## src/design/ookd_pkg.sv

```systemverilog
// ----------------------------------------------------------------------------
// ookd_pkg: shared types and constants of the OOK pulse frame decoder
// Register indexes, reset values, the configuration bundle and the result
// record passed between the frame core and the top level.
// ----------------------------------------------------------------------------
package ookd_pkg;

    localparam int PULSE_W    = 16;
    localparam int CFG_W      = 16;
    localparam int CFG_IDX_W  = 2;
    localparam int COUNT_W    = 8;
    localparam int SHIFT_W    = 32;
    localparam int ID_W       = 26;
    localparam int UNIT_W     = 4;
    localparam int FOOTER_PULSES = 4;
    localparam int FRAME_PULSES_DEF = 132;

    // Output beat payload: 33 field bits padded to 5 bytes
    localparam int OUT_FIELDS_W = 1 + ID_W + 1 + 1 + UNIT_W;
    localparam int OUT_DATA_W   = ((OUT_FIELDS_W + 7) / 8) * 8;

    localparam logic [CFG_IDX_W-1:0] REG_BIT_THRESHOLD = 2'd0;
    localparam logic [CFG_IDX_W-1:0] REG_SYNC_MIN      = 2'd1;
    localparam logic [CFG_IDX_W-1:0] REG_FOOTER_MIN    = 2'd2;
    localparam logic [CFG_IDX_W-1:0] REG_FOOTER_MAX    = 2'd3;

    localparam logic [CFG_W-1:0] BIT_THRESHOLD_RST = 16'd630;
    localparam logic [CFG_W-1:0] SYNC_MIN_RST      = 16'd1890;
    localparam logic [CFG_W-1:0] FOOTER_MIN_RST    = 16'd8500;
    localparam logic [CFG_W-1:0] FOOTER_MAX_RST    = 16'd10880;

    typedef struct packed {
        logic [CFG_W-1:0] bit_threshold;
        logic [CFG_W-1:0] sync_min;
        logic [CFG_W-1:0] footer_min;
        logic [CFG_W-1:0] footer_max;
    } ookd_cfg_t;

    typedef struct packed {
        logic [UNIT_W-1:0] unit_code;
        logic              on_state;
        logic              all_units;
        logic [ID_W-1:0]   device_id;
        logic              frame_ok;
    } ookd_result_t;

endpackage

```

## src/design/ookd_frame_core.sv

```systemverilog
// ----------------------------------------------------------------------------
// ookd_frame_core: per-frame pulse state and result decode
// Holds pulse count, sync flag and data shift register; computes the frame
// result for the beat held in the input register.
// ----------------------------------------------------------------------------
module ookd_frame_core
    import ookd_pkg::*;
#(
    parameter int FRAME_PULSES = FRAME_PULSES_DEF
)
(
    input  logic                clk,
    input  logic                rst_n,
    input  logic                adv,
    input  logic [PULSE_W-1:0]  pulse,
    input  logic                last,
    input  ookd_cfg_t           cfg,
    output ookd_result_t        result
);

    localparam logic [COUNT_W-1:0] FRAME_CNT  = COUNT_W'(FRAME_PULSES);
    localparam logic [COUNT_W-1:0] DATA_LIMIT = COUNT_W'(FRAME_PULSES - FOOTER_PULSES);
    localparam logic [COUNT_W-1:0] COUNT_MAX  = {COUNT_W{1'b1}};

    logic [COUNT_W-1:0] pulse_count_reg, pulse_count_next;
    logic [SHIFT_W-1:0] bit_shift_reg, bit_shift_next;
    logic               sync_seen_reg, sync_seen_next;

    logic [COUNT_W-1:0] count_inc;
    logic [SHIFT_W-1:0] shift_upd;
    logic               sync_upd;
    logic               ok;

    always_comb
    begin
        sync_upd  = (pulse_count_reg == COUNT_W'(1)) ? (pulse >= cfg.sync_min)
                                                     : sync_seen_reg;
        shift_upd = bit_shift_reg;
        if ((pulse_count_reg[1:0] == 2'b11) && (pulse_count_reg < DATA_LIMIT))
        begin
            shift_upd = {bit_shift_reg[SHIFT_W-2:0], (pulse > cfg.bit_threshold)};
        end
        count_inc = (pulse_count_reg != COUNT_MAX) ? pulse_count_reg + COUNT_W'(1)
                                                   : pulse_count_reg;

        ok = (count_inc == FRAME_CNT) && sync_upd &&
             (pulse >= cfg.footer_min) && (pulse <= cfg.footer_max);

        // rejected frames report all-zero fields
        result.frame_ok  = ok;
        result.device_id = ok ? shift_upd[SHIFT_W-1:6] : '0;
        result.all_units = ok & shift_upd[5];
        result.on_state  = ok & shift_upd[4];
        result.unit_code = ok ? shift_upd[3:0] : '0;

        pulse_count_next = pulse_count_reg;
        bit_shift_next   = bit_shift_reg;
        sync_seen_next   = sync_seen_reg;
        if (adv)
        begin
            if (last)
            begin
                pulse_count_next = '0;
                bit_shift_next   = '0;
                sync_seen_next   = 1'b0;
            end
            else
            begin
                pulse_count_next = count_inc;
                bit_shift_next   = shift_upd;
                sync_seen_next   = sync_upd;
            end
        end
    end

    always_ff @(posedge clk or negedge rst_n)
    begin
        if (!rst_n)
        begin
            pulse_count_reg <= '0;
            bit_shift_reg   <= '0;
            sync_seen_reg   <= 1'b0;
        end
        else
        begin
            pulse_count_reg <= pulse_count_next;
            bit_shift_reg   <= bit_shift_next;
            sync_seen_reg   <= sync_seen_next;
        end
    end

    a_clear_on_end: assert property (@(posedge clk) disable iff (!rst_n)
        adv && last |=> (pulse_count_reg == '0) && (bit_shift_reg == '0) && !sync_seen_reg)
        else $error("frame state not cleared after final pulse");

    a_sync_only_pulse1: assert property (@(posedge clk) disable iff (!rst_n)
        adv && !last && (pulse_count_reg != COUNT_W'(1)) |=>
            sync_seen_reg == $past(sync_seen_reg))
        else $error("sync flag changed outside pulse 1");

    a_count_saturates: assert property (@(posedge clk) disable iff (!rst_n)
        adv && !last && (pulse_count_reg == COUNT_MAX) |=> pulse_count_reg == COUNT_MAX)
        else $error("pulse count wrapped");

endmodule

```

## src/design/ook_pulse_frame_decoder_unit.sv

```systemverilog
// ----------------------------------------------------------------------------
// ook_pulse_frame_decoder_unit: OOK remote switch pulse frame decoder
// Decodes a stream of pulse durations into one 32-bit switch command per
// frame with a validity flag.
// ----------------------------------------------------------------------------
// Usage:
//   Slave stream: one beat per captured pulse or gap. s_tdata carries the
//   duration in microseconds, s_tlast marks the footer gap ending a frame.
//   Master stream: one beat per frame, issued for each s_tlast beat only.
//   Config port: cfg_we/cfg_index/cfg_wdata write the four 16-bit
//   thresholds; write only while the block is idle.
//   Path: a final pulse reaches m_tvalid through the input register, then
//   the result register.
//   Throughput: one beat per cycle outside the stall below, set by the
//   single pass through input register and decode logic into result register.
//   Stalls: while m_tready is low and a result waits, non-final pulses keep
//   flowing; a final pulse waits in the input register, and s_tready drops
//   only once that register holds a beat that cannot move.
//   Reset: thresholds return to defaults, frame state clears, both
//   registers empty.
// ----------------------------------------------------------------------------
module ook_pulse_frame_decoder_unit
    import ookd_pkg::*;
#(
    parameter int FRAME_PULSES = FRAME_PULSES_DEF
)
(
    input  logic                  clk,
    input  logic                  rst_n,
    // slave stream
    input  logic                  s_tvalid,
    output logic                  s_tready,
    input  logic [PULSE_W-1:0]    s_tdata,   // [15:0] pulse_us
    input  logic                  s_tlast,   // frame_end
    // master stream
    output logic                  m_tvalid,
    input  logic                  m_tready,
    output logic [OUT_DATA_W-1:0] m_tdata,   // [0] frame_ok, [26:1] device_id,
                                             // [27] all_units, [28] on_state,
                                             // [32:29] unit_code, [39:33] zero
    // configuration writes
    input  logic                  cfg_we,
    input  logic [CFG_IDX_W-1:0]  cfg_index,
    input  logic [CFG_W-1:0]      cfg_wdata
);

    ookd_cfg_t    cfg_reg, cfg_next;

    logic               in_valid_reg, in_valid_next;
    logic [PULSE_W-1:0] in_pulse_reg;
    logic               in_last_reg;

    logic               out_valid_reg, out_valid_next;
    ookd_result_t       out_result_reg;

    ookd_result_t       result;
    logic               advance;
    logic               load_out;

    // A non-final beat never needs the output; a final one needs a free slot
    assign advance  = in_valid_reg && (!in_last_reg || !out_valid_reg || m_tready);
    assign load_out = advance && in_last_reg;
    assign s_tready = !in_valid_reg || advance;

    // configuration register file
    always_comb
    begin
        cfg_next = cfg_reg;
        if (cfg_we)
        begin
            unique case (cfg_index)
                REG_BIT_THRESHOLD: cfg_next.bit_threshold = cfg_wdata;
                REG_SYNC_MIN:      cfg_next.sync_min      = cfg_wdata;
                REG_FOOTER_MIN:    cfg_next.footer_min    = cfg_wdata;
                REG_FOOTER_MAX:    cfg_next.footer_max    = cfg_wdata;
                default:           cfg_next = cfg_reg;
            endcase
        end
    end

    always_ff @(posedge clk or negedge rst_n)
    begin
        if (!rst_n)
        begin
            cfg_reg.bit_threshold <= BIT_THRESHOLD_RST;
            cfg_reg.sync_min      <= SYNC_MIN_RST;
            cfg_reg.footer_min    <= FOOTER_MIN_RST;
            cfg_reg.footer_max    <= FOOTER_MAX_RST;
        end
        else
        begin
            cfg_reg <= cfg_next;
        end
    end

    // input register
    always_comb
    begin
        in_valid_next = in_valid_reg;
        if (s_tvalid && s_tready)
        begin
            in_valid_next = 1'b1;
        end
        else if (advance)
        begin
            in_valid_next = 1'b0;
        end
    end

    always_ff @(posedge clk or negedge rst_n)
    begin
        if (!rst_n)
        begin
            in_valid_reg <= 1'b0;
        end
        else
        begin
            in_valid_reg <= in_valid_next;
        end
    end

    always_ff @(posedge clk)
    begin
        if (s_tvalid && s_tready)
        begin
            in_pulse_reg <= s_tdata;
            in_last_reg  <= s_tlast;
        end
    end

    ookd_frame_core #(
        .FRAME_PULSES (FRAME_PULSES)
    ) u_core (
        .clk    (clk),
        .rst_n  (rst_n),
        .adv    (advance),
        .pulse  (in_pulse_reg),
        .last   (in_last_reg),
        .cfg    (cfg_reg),
        .result (result)
    );

    // result register
    always_comb
    begin
        out_valid_next = out_valid_reg;
        if (load_out)
        begin
            out_valid_next = 1'b1;
        end
        else if (m_tready)
        begin
            out_valid_next = 1'b0;
        end
    end

    always_ff @(posedge clk or negedge rst_n)
    begin
        if (!rst_n)
        begin
            out_valid_reg <= 1'b0;
        end
        else
        begin
            out_valid_reg <= out_valid_next;
        end
    end

    always_ff @(posedge clk)
    begin
        if (load_out)
        begin
            out_result_reg <= result;
        end
    end

    assign m_tvalid = out_valid_reg;
    assign m_tdata  = OUT_DATA_W'(out_result_reg);

    a_no_result_mid_frame: assert property (@(posedge clk) disable iff (!rst_n)
        advance && !in_last_reg && !(m_tvalid && m_tready) |=>
            m_tvalid == $past(m_tvalid))
        else $error("result beat appeared or vanished on a mid-frame pulse");

    a_rejected_zero: assert property (@(posedge clk) disable iff (!rst_n)
        m_tvalid && !m_tdata[0] |-> m_tdata[OUT_FIELDS_W-1:1] == '0)
        else $error("rejected frame carries nonzero fields");

    a_stall_needs_beat: assert property (@(posedge clk) disable iff (!rst_n)
        !s_tready |-> in_valid_reg && in_last_reg && m_tvalid && !m_tready)
        else $error("input stalled without a blocked final pulse");

endmodule
```

## config.mk

```make
export PLATFORM = sky130hd
export DESIGN_NAME = ook_pulse_frame_decoder_unit
export DESIGN_NICKNAME = d
export VERILOG_FILES = /design/src/design/ookd_pkg.sv /design/src/design/ookd_frame_core.sv /design/src/design/ook_pulse_frame_decoder_unit.sv
export SDC_FILE = /design/constraint.sdc
export NUM_CORES = 1
export LEC_CHECK = 0
export BUFFER_PORTS_ARGS = -buffer_cell sky130_fd_sc_hd__buf_4
export CORE_ASPECT_RATIO = 0.7
export CORE_MARGIN = 2
export CORE_UTILIZATION = 64
export DETAILED_ROUTE_END_ITERATION = 8
export GPL_ROUTABILITY_DRIVEN = 0
export PLACE_DENSITY = 0.88
export SLEW_MARGIN = 20
export SYNTH_ARGS = -nofsm -noshare
export SYNTH_HDL_FRONTEND = slang
export SYNTH_SLANG_ARGS = --single-unit
export TNS_END_PERCENT = 20
```

## constraint.sdc

```tcl
create_clock -name clk -period 7.6 [get_ports clk]
set_input_delay 0.38 -clock clk [delete_from_list [all_inputs] [get_ports clk]]
set_output_delay 0.38 -clock clk [all_outputs]
set_load 0.05 [all_outputs]
```

**Word-level counts from Yosys, hierarchy flattened**

Index checks and enable logic that the tools add are counted.

- ROM bits: 0
- Bits in registers: 157
- Input bits: 40
- Bits in writable memories: 0
- Memories: 0
- Latch bits: 0

- Shift-type cells: 0
- Muxes and demuxes: 10
- Divide/modulo/power cells: 0
- Bitwise logic cells: 2
- Add/subtract/negate cells: 1
- Reductions and logical operators: 20
- Multipliers: 0
- Eq/ne operators: 7
- Order comparisons: 5

Operators with widths:

| kind | number |
|---|---|
| $mux 32 | 2 |
| $ge 16x16->1 | 2 |
| $gt 16x16->1 | 1 |
| $le 16x16->1 | 1 |
| $mux 8 | 2 |
| $add 8x1->8 const B | 1 |
| $eq 8x1->1 const B | 1 |
| $eq 8x8->1 const B | 1 |
| $lt 8x8->1 const B | 1 |
| $ne 8x8->1 const B | 1 |
| $reduce_and 2->1 | 4 |
| $logic_and 1x1->1 | 7 |
| $eq 2x2->1 const B | 3 |
| $mux 1 | 6 |
| $reduce_bool 2->1 | 2 |
| $logic_not 1->1 | 3 |
| $logic_or 1x1->1 | 3 |
| $and 1x1->1 | 2 |
| $eq 2x1->1 const B | 1 |
| $logic_not 2->1 | 1 |

**Longest topological paths before layout**

- Depth after elaboration: 7
- Depth in mapped cells: 9
- Mapped depth without buffers: 8

**By module**

From an unflattened synthesis, not the netlist that was laid out.

- Cells, all modules: 712
- Area, all modules: 8,224.1 um2

Modules (own cells, without submodules):

| module | area each (um2) | cells an instance | times used |
|---|---|---|---|
| ookd_frame_core | 4,130.2 | 508 | 1 |
| ook_pulse_frame_decoder_unit | 4,093.9 | 204 | 1 |

**Worst setup path before layout**

Ideal clock, no wire load.

- Kind: reg2reg
- Start point: reg cfg_reg[21] (netlist name)
- End point: reg out_result_reg, in the netlist m_tdata[10], data pin
- Path buffers: 1
- Data arrival time: 2.247 ns
- Slack: 5.091 ns
- Period minus slack after synthesis: 2.509 ns
- Cell stages (with the launch flop): 9
- Path through: dfstp_2 > inv_1 > ha_1 > a22o_1 > o41ai_1 > a21oi_1 > o32ai_1 > buf_2 > nor3_2

- Cells in the longest elaborated chain, start to end: 3

Ends and longest elaborated chain:

| item | line | text |
|---|---|---|
| start: declaration | ook_pulse_frame_decoder_unit.sv:47 | `ookd_cfg_t cfg_reg, cfg_next;` |
| start signal: assignment | ook_pulse_frame_decoder_unit.sv:92 | `cfg_reg <= cfg_next;` |
| $ge 16x16->1 | ookd_frame_core.sv:47 | `(pulse >= cfg.footer_min) && (pulse <= cfg.footer_max);` |
| $logic_and 1x1->1 | ookd_frame_core.sv:46 | `ok = (count_inc == FRAME_CNT) && sync_upd &&` |
| $logic_and 1x1->1 | ookd_frame_core.sv:47 |  |
| end signal: assignment | ook_pulse_frame_decoder_unit.sv:173 | `out_result_reg <= result;` |
| end: declaration | ook_pulse_frame_decoder_unit.sv:54 | `ookd_result_t out_result_reg;` |

No other way between the ends.
A chain may end at the register's enable or synchronous reset.

**Final worst setup path**

- Start point: reg in_pulse_reg[15]
- End point: reg out_result_reg, in the netlist m_tdata[29], data pin

- Cells in the longest elaborated chain, start to end: 5
- Elaborated cells on any way between the ends: 9
- Classes of those cells: order compare: 4; mux: 2; reduce/logical: 3

Ends and longest elaborated chain:

| item | line | text |
|---|---|---|
| start: declaration | ook_pulse_frame_decoder_unit.sv:50 | `logic [PULSE_W-1:0] in_pulse_reg;` |
| start signal: assignment | ook_pulse_frame_decoder_unit.sv:126 | `in_pulse_reg <= s_tdata;` |
| $ge 16x16->1 | ookd_frame_core.sv:36 | `sync_upd = (pulse_count_reg == COUNT_W'(1)) ? (pulse >= cfg.sync_min)` |
| $mux 1 | ookd_frame_core.sv:36 |  |
| $logic_and 1x1->1 (2 in series) | ookd_frame_core.sv:46 |  |
| $logic_and 1x1->1 | ookd_frame_core.sv:47 |  |

Parallel ways exist; a longest one is shown, timed or not.

==> flow_summary.toml <==
[run_status]
status = "finished clean"

[worst_setup_path]
crit_arrival_ns = 3.43
cp.buffers_inverters = 0
endpoint_kind = "flip-flop"
startpoint_type = "flip-flop"
crit_end = "m_tdata[29]"
path_cells = "ha_1, nand4_1, nor3_1, o311ai_0, a32oi_1, nand4_4, a211oi_1"
path_delay_family = "simple AND/OR/NAND/NOR gates"
startpoint = "in_pulse_reg[15]"
rr_startpoint = "in_pulse_reg[15]"
rrSetupSlack_ns = 4.41
worstReg2RegEnd = "m_tdata[29]"
worst-setup-path-type = "reg -> reg"
r2r_cells = 7
cp_num_cells = 7
slowest_delay_ns = 0.66
worstPathRequired_ns = 7.84
critPathSlowestCell = "nand4_4"
path_max_fanout = 33

[detailed_routing]
post_drt_wl_per_cell_um = 20.50
ant_nets = 0
routed_wl_um = 19270
routed_via_density = 6.218
drc = 0
route.met2.wl_um = 9253
top_layer_used = "met4"
drtPass1Iterations = 6
via_count = 5845
wl_met3_um = 1390
wl_met1_um = 7912
drt_iter0_drc = 622

[sta]
finalClockSkew_ns = 0.009599
worst_pin_slew_ns = 1.061
finalMaxSlewViolations = 0
finalSetupViolCount = 0
tns_ns = 0
finalCritPeriodShare_pct = 41.96
fin_crit_ns = 3.189
timing.slew.headroom_pct = 29.08
hold_viol_final = 0
rsz0062_at_grt = "no"
clock.fmax_mhz = 313.6

[cells_and_area]
largest_register_ffs = 64
utilization_pct = 75.49
syn2layout_area_growth_pct = 15.18
drive_gt1_share_pct = 22.37
antennaDiodeCount = 0
fin_nets = 871

[yosys]
synthAdderAreaFrac_pct = 10.14
ys.flop_type = "dfrtp_1"
synthMuxAreaShare_pct = 10.77
ys_types = 56
ys_warn_count = 0
ys_top_cells_by_count = "86 x dfrtp_1, 67 x inv_1, 66 x ha_1"
yosys.cell_count.top_type = "dfrtp_1"
synthSimpleGateAreaFrac_pct = 11.43
synth_edf_count = 50
synth_xor_area_share_pct = 0.1076
synth_top_family_by_area = "simple AND/OR/NAND/NOR gates"
synth_top_area_share_pct = 26.43
ys_ff_latch = 157
synth.avg_cell_area_um2 = 11.63
ys_async_sr_fraction_pct = 68.15
ys_seq_area_share_pct = 51.65
synthCells = 700
synth_largest_area_cell = "dfrtp_1"
ys_top_cells_by_area = "dfrtp_1 26%, edfxtp_1 18%, ha_1 10%, dfstp_2 6.8%, mux2_1 6.4%"
synth_area_mm2 = 0.008142
synth_compound_area_share_pct = 9.974

[die]
io_pins = 82
die_h_um = 98.37
dieWidth_um = 138.8
dieArea_mm2 = 0.01365
start_util_pct = 65.54
rows = 34
core_mm2 = 0.01242

[place]
numPortBuffers = 74
hpwl_um = 12160

[flow_run]
cap_viol_max_count = 0

[clock_tree]
cts_htree_levels = 4
cts_buffer_depth = 2
cts-root-buf = "clkbuf_16"
clkTransAtPathRegs_ns = 0.06
clock-sinks = 157
clk_latency_ns = 0.43
cts_inserted_buffers = 17
cts_resized = 0
cts_tree = "yes"

[grt]
track_usage_pct = 29.76
grt_max_degree = 70
grt_pass1_wl_um = 31740
overflow = 0
grt_pass1_vias = 6115
antenna_found_initial = 0

[power_and_ir_drop]
pwr_density_cell_mw_per_mm2 = 252.2
leakage_nw = 4.029
peakVddDrop_mv = 0.1890

[min_path]
hp-class = "in -> reg"
## through the flow
| step | std cells | hold slack (ns) | worst slack, ns | cell area (µm²) | power [mW] |
|---|---|---|---|---|---|
| floorplan | 706 | 0.08441 | 5.091 | 8164 | 1.361 |
| global placement | 907 | 0.3658 | 4.667 | 8786 | 1.475 |
| detailed placement | 907 | 0.3829 | 4.567 | 8786 | 1.510 |
| CTS | 940 | 0.1181 | 4.445 | 9378 | 2.361 |
| global route | 940 | 0.1156 | 4.175 | 9378 | 2.458 |
| finish | 940 | 0.1279 | 4.411 | 9378 | 2.365 |
## cell type report
type	instances	area, µm²
clock buffers	22	495.5
clock inverters	10	86.33
fillers	760	3044
inverters	68	255.2
multi-input cells	439	3515
flip-flops and latches	157	4205
well taps	162	202.7
repair buffers	82	618.1
## worst register-to-register path: stages (launching register included)
cell and delay [ns]:
edfxtp_1 0.44, ha_1 0.36, nand4_1 0.16, nor3_1 0.32, o311ai_0 0.20, a32oi_1 0.42, nand4_4 0.66, a211oi_1 0.44
## layout by cell type (no fill, tap or decap), types with 6 or more instances in the layout
cell / instances
inv_1: 67
o31ai_1: 32
nand4_1: 12
buf_4: 81
nor3_1: 6
edfxtp_1: 50
ha_1: 66
o21ai_0: 21
nor2_1: 15
nand2_1: 64
a21oi_1: 30
mux2i_1: 31
nand3_1: 6
dfstp_2: 21
conb_1: 7
o21ai_1: 12
clkbuf_16: 18
nor3_2: 29
dfrtp_1: 86
mux2_1: 46
## routing by layer
metal / up-vias / track usage [%]
li1: 2632 / -
met1: 2871 / 38.96
met2: 268 / 47.52
met3: 74 / 6.719
met4: 0 / 14.76
met5: - / 0
## report_power, final
| part | switching [mW] | total (mW) | internal (mW) |
|---|---|---|---|
| logic | 0.308 | 0.493 | 0.185 |
| clock network | 0.347 | 0.841 | 0.494 |
| registers | 0.0574 | 1.03 | 0.974 |
## worst min path at each step
stage | start | cells past startpoint | to | slack (ns)
3_3_place_gp | rst_n | 1 | cfg_reg[5] | 0.37
4_1_cts | s_tdata[4] | 1 | in_pulse_reg[4] | 0.12
6_report | s_tdata[4] | 1 | in_pulse_reg[4] | 0.13
2_1_floorplan | rst_n | 0 | cfg_reg[0] | 0.08
3_5_place_dp | rst_n | 1 | cfg_reg[5] | 0.38
5_1_grt | s_tdata[2] | 1 | in_pulse_reg[2] | 0.12
## logic make-up (layout without fill, tap and decap cells)
group | count (synthesis) | in the layout
simple gates | 158 | 158
buf+inv | 110 | 182
xor+xnor | 1 | 1
fa+ha+maj | 66 | 66
flops | 157 | 157
mux | 81 | 81
compound gates | 126 | 126
other cells | 1 | 7
## what timing repair did
action | in CTS | in global routing
hold endpoints to repair | 23 | 0
buffers inserted | 0 | 0
hold buffers | 1 | 0
Note: power is estimated with default switching activity, not from simulation.
